<file path="config.mk">
export PLATFORM = sky130hd
export DESIGN_NAME = qsm_cordic
export DESIGN_NICKNAME = d
export VERILOG_FILES = /design/src/rtl/core/assert_macros.svh /design/src/rtl/core/qsm_pkg.sv /design/src/rtl/core/qsm_cordic.sv
export SDC_FILE = /design/constraint.sdc
export NUM_CORES = 2
export LEC_CHECK = 0
export ABC_CLOCK_PERIOD_IN_PS = 5000
export BUFFER_PORTS_ARGS = -buffer_cell sky130_fd_sc_hd__buf_2
export CAP_MARGIN = 10
export CORE_MARGIN = 3
export CORE_UTILIZATION = 55
export CTS_CLUSTER_SIZE = 16
export DETAILED_ROUTE_END_ITERATION = 7
export PLACE_DENSITY = 0.76
export SKIP_LAST_GASP = 1
export SLEW_MARGIN = 20
export SYNTH_ARGS = -nofsm -noshare
export SYNTH_HDL_FRONTEND = slang
export SYNTH_SLANG_ARGS = --single-unit
</file>
<file path="constraint.sdc">
create_clock -name clk -period 5 [get_ports clk]
set_input_delay 0 -clock clk [delete_from_list [all_inputs] [get_ports clk]]
set_output_delay 0 -clock clk [all_outputs]
set_load 0.01 [all_outputs]
</file>
<file path="src/rtl/core/assert_macros.svh">
// assertion macros used by the mixer unit
`ifndef ASSERT_MACROS_SVH
`define ASSERT_MACROS_SVH
`ifndef SYNTHESIS
// property checked at every rising edge outside reset
`define QSM_ASSERT(lbl, clk, rst_n, prop, msg) \
	lbl: assert property (@(posedge clk) disable iff (!rst_n) (prop)) else $error(msg);
// implication checked at every rising edge outside reset
`define QSM_ASSERT_IMP(lbl, clk, rst_n, ante, cons, msg) \
	lbl: assert property (@(posedge clk) disable iff (!rst_n) (ante) |-> cons) else $error(msg);
`else
`define QSM_ASSERT(lbl, clk, rst_n, prop, msg)
`define QSM_ASSERT_IMP(lbl, clk, rst_n, ante, cons, msg)
`endif
`endif

</file>
<file path="src/rtl/core/qsm_pkg.sv">
`timescale 1ns / 1ps
package qsm_pkg;

	localparam int CORDIC_STAGES_DEF = 16;
	localparam int ATAN_COUNT        = 24;

	// datapath widths
	localparam int SYM_W   = 4;
	localparam int FREQ_W  = 24;
	localparam int PHASE_W = 32;
	localparam int XY_W    = 32;
	localparam int Z_W     = 34;
	localparam int TRIG_W  = 18;
	localparam int LVL_W   = 3;
	localparam int OUT_W   = 20;
	localparam int FRAC_DROP = 14;

	// cordic start value, gain compensation in q2.28
	localparam logic signed [XY_W-1:0] GAIN_Q28 = 32'sd163008219;
	localparam logic signed [XY_W-1:0] ROUND_HALF = 32'sd8192;

	// atan(2^-i) in q0.32 turns
	localparam logic [PHASE_W-1:0] ATAN_TURNS [ATAN_COUNT] = '{
		32'h20000000, 32'h12E4051D, 32'h09FB385B, 32'h051111D4,
		32'h028B0D43, 32'h0145D7E1, 32'h00A2F61E, 32'h00517C55,
		32'h0028BE53, 32'h00145F2E, 32'h000A2F98, 32'h000517CC,
		32'h00028BE6, 32'h000145F3, 32'h0000A2F9, 32'h0000517C,
		32'h000028BE, 32'h0000145F, 32'h00000A2F, 32'h00000517,
		32'h0000028B, 32'h00000145, 32'h000000A2, 32'h00000051
	};

	// gray codes of the four levels
	localparam logic [1:0] GRAY_M3 = 2'b00;
	localparam logic [1:0] GRAY_M1 = 2'b01;
	localparam logic [1:0] GRAY_P1 = 2'b11;
	localparam logic [1:0] GRAY_P3 = 2'b10;

	typedef logic signed [XY_W-1:0] xy_t;
	typedef logic signed [Z_W-1:0]  z_t;
	typedef logic signed [LVL_W-1:0] lvl_t;

	// per-word data riding along the rotator
	typedef struct packed {
		lvl_t lvl_i;
		lvl_t lvl_q;
		logic flip;
		logic last;
	} side_t;

	function automatic lvl_t gray_level(input logic [1:0] bits);
		lvl_t lvl;
		case (bits)
			GRAY_M3: lvl = -3'sd3;
			GRAY_M1: lvl = -3'sd1;
			GRAY_P1: lvl = 3'sd1;
			GRAY_P3: lvl = 3'sd3;
			default: lvl = 3'sd0;
		endcase
		return lvl;
	endfunction

endpackage

</file>
<file path="src/rtl/core/qsm_cordic.sv">
`timescale 1ns / 1ps
module qsm_cordic #(
	parameter int STAGES = qsm_pkg::CORDIC_STAGES_DEF
) (
	input  logic          clk,
	input  logic          arst_n,
	input  logic          in_valid,
	input  qsm_pkg::z_t   in_z,
	input  qsm_pkg::side_t in_side,
	output logic          out_valid,
	output qsm_pkg::xy_t  out_x,
	output qsm_pkg::xy_t  out_y,
	output qsm_pkg::side_t out_side
);
	import qsm_pkg::*;

	logic  v_s    [STAGES+1];
	xy_t   x_s    [STAGES+1];
	xy_t   y_s    [STAGES+1];
	z_t    z_s    [STAGES+1];
	side_t side_s [STAGES+1];

	// stage zero: gain-compensated unit vector on the x axis
	assign v_s[0]    = in_valid;
	assign x_s[0]    = GAIN_Q28;
	assign y_s[0]    = '0;
	assign z_s[0]    = in_z;
	assign side_s[0] = in_side;

	// one micro-rotation per register stage
	for (genvar g = 0; g < STAGES; g++) begin : g_stage
		z_t atan_z;
		assign atan_z = z_t'({{(Z_W-PHASE_W){1'b0}}, ATAN_TURNS[g]});

		always_ff @(posedge clk or negedge arst_n) begin
			if (!arst_n) begin
				v_s[g+1] <= 1'b0;
			end else begin
				v_s[g+1] <= v_s[g];
			end
		end

		always_ff @(posedge clk) begin
			side_s[g+1] <= side_s[g];
			if (!z_s[g][Z_W-1]) begin
				x_s[g+1] <= x_s[g] - (y_s[g] >>> g);
				y_s[g+1] <= y_s[g] + (x_s[g] >>> g);
				z_s[g+1] <= z_s[g] - atan_z;
			end else begin
				x_s[g+1] <= x_s[g] + (y_s[g] >>> g);
				y_s[g+1] <= y_s[g] - (x_s[g] >>> g);
				z_s[g+1] <= z_s[g] + atan_z;
			end
		end
	end

	assign out_valid = v_s[STAGES];
	assign out_x     = x_s[STAGES];
	assign out_y     = y_s[STAGES];
	assign out_side  = side_s[STAGES];

endmodule

</file>
# Yosys cells after proc, flatten, opt, wreduce, memory -nomap -nowiden
# Cells that the tools add are included.
[op_classes]
n_mux = 46
n_addsub = 90
[ops]
columns = ["cell", "n"]
rows = [
  ["2-to-1 mux 32 bit", 31],
  ["2-to-1 mux 34 bit", 15],
  ["adder 32 x 17 -> 32 bit", 2],
  ["adder 32 x 18 -> 32 bit", 2],
  ["adder 32 x 19 -> 32 bit", 2],
  ["adder 32 x 20 -> 32 bit", 2],
  ["adder 32 x 21 -> 32 bit", 2],
  ["adder 32 x 22 -> 32 bit", 2],
  ["adder 32 x 23 -> 32 bit", 2],
  ["adder 32 x 24 -> 32 bit", 2],
  ["adder 32 x 25 -> 32 bit", 2],
  ["adder 32 x 26 -> 32 bit", 2],
  ["adder 32 x 27 -> 32 bit", 2],
  ["adder 32 x 28 -> 32 bit", 2],
  ["adder 32 x 29 -> 32 bit", 2],
  ["adder 32 x 30 -> 32 bit", 2],
  ["subtractor 32 x 17 -> 32 bit", 2],
  ["subtractor 32 x 18 -> 32 bit", 2],
  ["subtractor 32 x 19 -> 32 bit", 2],
  ["subtractor 32 x 20 -> 32 bit", 2],
  ["subtractor 32 x 21 -> 32 bit", 2],
  ["subtractor 32 x 22 -> 32 bit", 2],
  ["subtractor 32 x 23 -> 32 bit", 2],
  ["subtractor 32 x 24 -> 32 bit", 2],
  ["other kinds (40)", 46],
]
[word_totals]
word_cells = 262
inputBits = 45
output_inout_bits = 73
regBits = 1646

# Depth between registers and ports, before layout
[logic_depth]
word_depth = 2
mapped_depth = 22
mapped_depth_nobuf = 21

# Least setup slack after synthesis
# Ideal clock, no wire load.
[synth_timing]
path_type = "flip-flop to flip-flop"
from = "register z_s[373] (netlist bit)"
to = "register y_s[318] (netlist bit)"
setup_time_ns = 0.072
synth_period_minus_slack_ns = 4.252
n_path_buf = 2
stages_incl_launch_ff = 17
path_slack_ns = 0.748
arrival_time_ns = 4.180
path_cell_list = "dfxtp_1 clkbuf_1 clkbuf_1 inv_1 o21ai_0 xor2_1 ha_1 or3_1 a2111oi_1 nor4_1 a31oi_1 o211ai_1 a221oi_2 o21ai_2 a211o_1 a21oi_1 xnor2_1"
[synth_between]
elab_chain_cells = 1
[synth_rtl]
columns = ["element", "line_no", "rtl"]
rows = [
  ["from (decl)", "qsm_cordic.sv:20", "z_t z_s [STAGES+1];"],
  ["from (signal, indexed assignment)", "qsm_cordic.sv:48", "z_s[g+1] <= z_s[g] - atan_z;"],
  ["from (signal, indexed assignment)", "qsm_cordic.sv:52", "z_s[g+1] <= z_s[g] + atan_z;"],
  ["2-to-1 mux 32 bit", "qsm_cordic.sv:45", "if (!z_s[g][Z_W-1]) begin"],
  ["to (signal, indexed assignment)", "qsm_cordic.sv:47", "y_s[g+1] <= y_s[g] + (x_s[g] >>> g);"],
  ["to (signal, indexed assignment)", "qsm_cordic.sv:51", "y_s[g+1] <= y_s[g] - (x_s[g] >>> g);"],
  ["to (decl)", "qsm_cordic.sv:19", "xy_t y_s [STAGES+1];"],
]
# Every way passes these cells.

# Worst setup path in the final report
[layout_timing]
from = "register y_s[112] (netlist bit)"
to = "register x_s[94] (netlist bit)"
[layout_between]
elab_chain_cells = 2
elab_cells_between_ends = 3
classes_between = "2 x add/sub; 1 x mux"
[layout_rtl]
columns = ["element", "line_no", "rtl"]
rows = [
  ["subtractor 32 x 19 -> 32 bit / adder 32 x 19 -> 32 bit (equally long branches)", "qsm_cordic.sv:46, qsm_cordic.sv:50", ""],
  ["2-to-1 mux 32 bit (*)", "qsm_cordic.sv:45", ""],
  ["to (signal, indexed assignment)", "qsm_cordic.sv:46", "x_s[g+1] <= x_s[g] - (y_s[g] >>> g);"],
  ["to (signal, indexed assignment)", "qsm_cordic.sv:50", "x_s[g+1] <= x_s[g] + (y_s[g] >>> g);"],
  ["to (decl)", "qsm_cordic.sv:18", "xy_t x_s [STAGES+1];"],
]
# Mark *: on every way between the ends. The rest lies on a longest branch, timed or not.

==> metrics <==
CTS sink cnt 1565; Worst-path clk slew 0.06 ns; total number of vias 93420; port bufs about 120; starting density of the core between 50 and 60%; First-pass DRT Iterations 6; Startpoint Class flop; # fillers 16830; fraction of final layout cells sized beyond drive strength 1 between 5 and 6%; vias in the first global route 90750; Synth Cell Area roughly 0.11 sq mm; worst path required time 5.78 ns; routed len/inst approximately 19 microns; final setup vio count 0; Synth cell types a little over 100; CTS max path bufs 3; crit path kind reg2reg; skew final 0.04903 ns; Max transition margin 34.77%; Post-synth EDFFs 0; Non-Filler Instances 15730; unrepaired setup endpoints after global routing true; max frequency 213.7 MHz; slew of the pin with the lowest slew margin 0.9715 ns; chip width 452.3 microns; Hold Crit Class in2reg; grt total ovfl 0; CP endpoint kind flop; Via density 5.940; DRT Wirelength 297.9 mm; Period minus WS final 4.678 ns; Post-Syn Nets 14220; Die H ~450 microns; Placer Congestion around 1.0; CTS tree built; Critical Path AT 5.46 ns; largest net degree at the start of global routing 64; Max-cap violations 0; Inserted Clock Buffers 173; CTS root buf clkbuf_16; first-pass GRT wire length 475.2 mm; IO Count 118; status finished clean; Final ANT Viol Nets 0; Tot GR Track Use 28.20%; worst skew pair latency 0.86 ns; fin. max-slew vios 0; ys async rst share 1.022%; DRC Markers 0; crit share post-route between 90% and 100%; # placed instances around 15000; DP Wirelength roughly 240 mm; Layout area overhead 9.871%; Crit Path Max Fanout 5; std cell rows between 150 and 200; #FFs+latches synth about 1600; Seq/Total Area, Yosys 28.68%; # H-tree levels 4; Synth Area per Inst 8.634 sq um; synthesized instance count 12690; DIE AREA 0.2045 sq mm; initial antenna violation count 14; Final #Nets 14470; core area 0.1976 sq mm; Fin. Hold Viols 0; DRT iter0 DRCs 6226; Ys Warns 0; most used flip-flop cell after synthesis dfxtp_1
-- state kept, by name (all words and copies together), names as in the netlist --
register	flops
x_s	431
v_s	15
out_side	8
y_s	449
out_valid	1
out_y	32
out_x	32
z_s	477
side_s	120
-- layout by cell type (no fill, tap or decap), drive strengths merged, types with 32 or more instances in the layout --
cell         synthesis  layout
dfxtp             1549    1549
ha                1446    1446
a21oi             1401    1401
xnor2             1146    1146
nor2              1075    1075
a21o               620     620
o21ai              612     612
nand2              596     596
xor2               587     587
inv                523     540
nor3               321     321
clkbuf             143     232
buf                100     228
nand3              213     213
o21a               196     196
nand2b             184     184
nor2b              158     158
o21bai             148     148
a31oi              144     144
and3               130     130
a211oi              94      94
dlygate4sd3          0      89
nand4               87      87
nor4                85      85
or3                 77      77
and2                76      76
o211ai              68      68
mux2i               66      66
o31ai               63      63
a211o               53      53
a21boi              48      48
fa                  43      43
nor3b               42      42
clkinv               1      38
mux2                35      35
or4                 34      34
o41ai               34      34
o31a                32      32
-- worst max-delay path, stage by stage, from the launching register on --
cell and delay, ns:
dfxtp_1 0.35, nor3_1 0.32, nand2b_1 0.15, nor3_1 0.26, nand2_1 0.13, nor4_1 0.19
buf_4 0.19, nor2_1 0.05, xnor2_1 0.13, ha_1 0.36, a21o_1 0.20, a21o_1 0.18
a211o_1 0.29, a21oi_1 0.16, o311ai_0 0.27, a31oi_1 0.51, a21oi_1 0.24, a211o_1 0.31
a21oi_1 0.17, xnor2_1 0.14
-- path summary, 6_finish.rpt --
check,startpoint,end,slack (ns),cells after the start
max,y_s[112],x_s[94],0.32,19
min,in_z[29],z_s[542],0.17,5
max reg2reg,y_s[112],x_s[94],0.32,19
min reg2reg,side_s[92],side_s[84],0.30,0
max in group asynchronous,arst_n,v_s[4],4.24,3
min in group asynchronous,arst_n,v_s[15],0.29,3
-- synth_stat cells (39+ instances only) --
| master | count | share of area [%] |
|---|---|---|
| dfxtp_1 | 1549 | 28 |
| ha_1 | 1446 | 17 |
| a21oi_1 | 1399 | 6.4 |
| xnor2_1 | 1146 | 9.2 |
| nor2_1 | 1075 | 3.7 |
| a21o_1 | 620 | 4.2 |
| o21ai_0 | 603 | 2.8 |
| nand2_1 | 596 | 2.0 |
| xor2_1 | 587 | 4.7 |
| inv_1 | 522 | 1.8 |
| nor3_1 | 321 | 1.5 |
| nand3_1 | 213 | 0.97 |
| o21a_1 | 196 | 1.3 |
| nand2b_1 | 184 | 1.1 |
| nor2b_1 | 158 | 0.90 |
| o21bai_1 | 148 | 1.0 |
| a31oi_1 | 144 | 0.82 |
| clkbuf_1 | 143 | 0.49 |
| and3_1 | 130 | 0.74 |
| a211oi_1 | 93 | 0.64 |
| nand4_1 | 87 | 0.50 |
| nor4_1 | 84 | 0.48 |
| or3_1 | 77 | 0.44 |
| and2_1 | 76 | 0.43 |
| buf_4 | 72 | 0.49 |
| o211ai_1 | 67 | 0.46 |
| mux2i_1 | 66 | 0.60 |
| o31ai_1 | 63 | 0.43 |
| a211o_1 | 53 | 0.42 |
| a21boi_0 | 48 | 0.33 |
| fa_1 | 43 | 0.79 |
| nor3b_1 | 39 | 0.27 |
-- layout make-up --
type | count | area [sq um] | area share, %
Inverter | 524 | 1967 | 1.634
Antenna cell | 7 | 17.52 | 0.01456
Sequential cell | 1565 | 31430 | 26.11
Clock inverter | 88 | 1386 | 1.152
Clock buffer | 232 | 4821 | 4.006
Multi-Input combinational cell | 10350 | 75080 | 62.38
Timing Repair Buffer | 317 | 2347 | 1.950
Tap cell | 2640 | 3303 | 2.745
-- repair_timing --
| action | in CTS | in global routing |
|---|---|---|
| setup buffers | 0 | 0 |
| setup endpoints to repair | 0 | 24 |
| endpoints found under the hold margin | 61 | 0 |
| hold buffers | 89 | 0 |
| gates resized for setup | 0 | 21 |
-- through the flow --
stage          setup WS, ns  setup TNS [ns]  hold slack, ns  area (sq um)  utilization [%]
2_1_floorplan        0.7477               0         -0.2956        109500                -
3_3_place_gp         0.3682               0        -0.09097        113100            57.24
3_5_place_dp         0.2678               0        -0.06634        113100            57.25
4_1_cts              0.2343               0         0.05989        120200            60.84
5_1_grt            -0.04587        -0.05195          0.1822        120300            60.89
6_report             0.3215               0          0.1745        120300            60.90
-- metal layers --
metal | vias to the layer above | global-route usage [%] | wire length (microns)
li1 | 46160 | - | -
met1 | 44150 | 35.17 | 128700
met2 | 2508 | 48.20 | 139600
met3 | 607 | 3.457 | 14640
met4 | 0 | 13.51 | 14980
met5 | - | 0 | 0
-- cell families after synthesis --
| logic type | Yosys count | synth area share [%] |
|---|---|---|
| AOI/OAI and AO/OA | 3831 | 22.15 |
| muxes | 101 | 0.9664 |
| adders and majority gates | 1489 | 17.30 |
| xor gates and xnor gates | 1733 | 13.86 |
| DFF | 1565 | 28.68 |
| other | 1 | 0.003424 |
| buffers and inverters | 767 | 2.876 |
| and+or+nand+nor | 3199 | 14.17 |
Power is left out: the tool's default activity adds up to more than one toggle a clock period on the data nets, which glitch-free logic cannot reach.
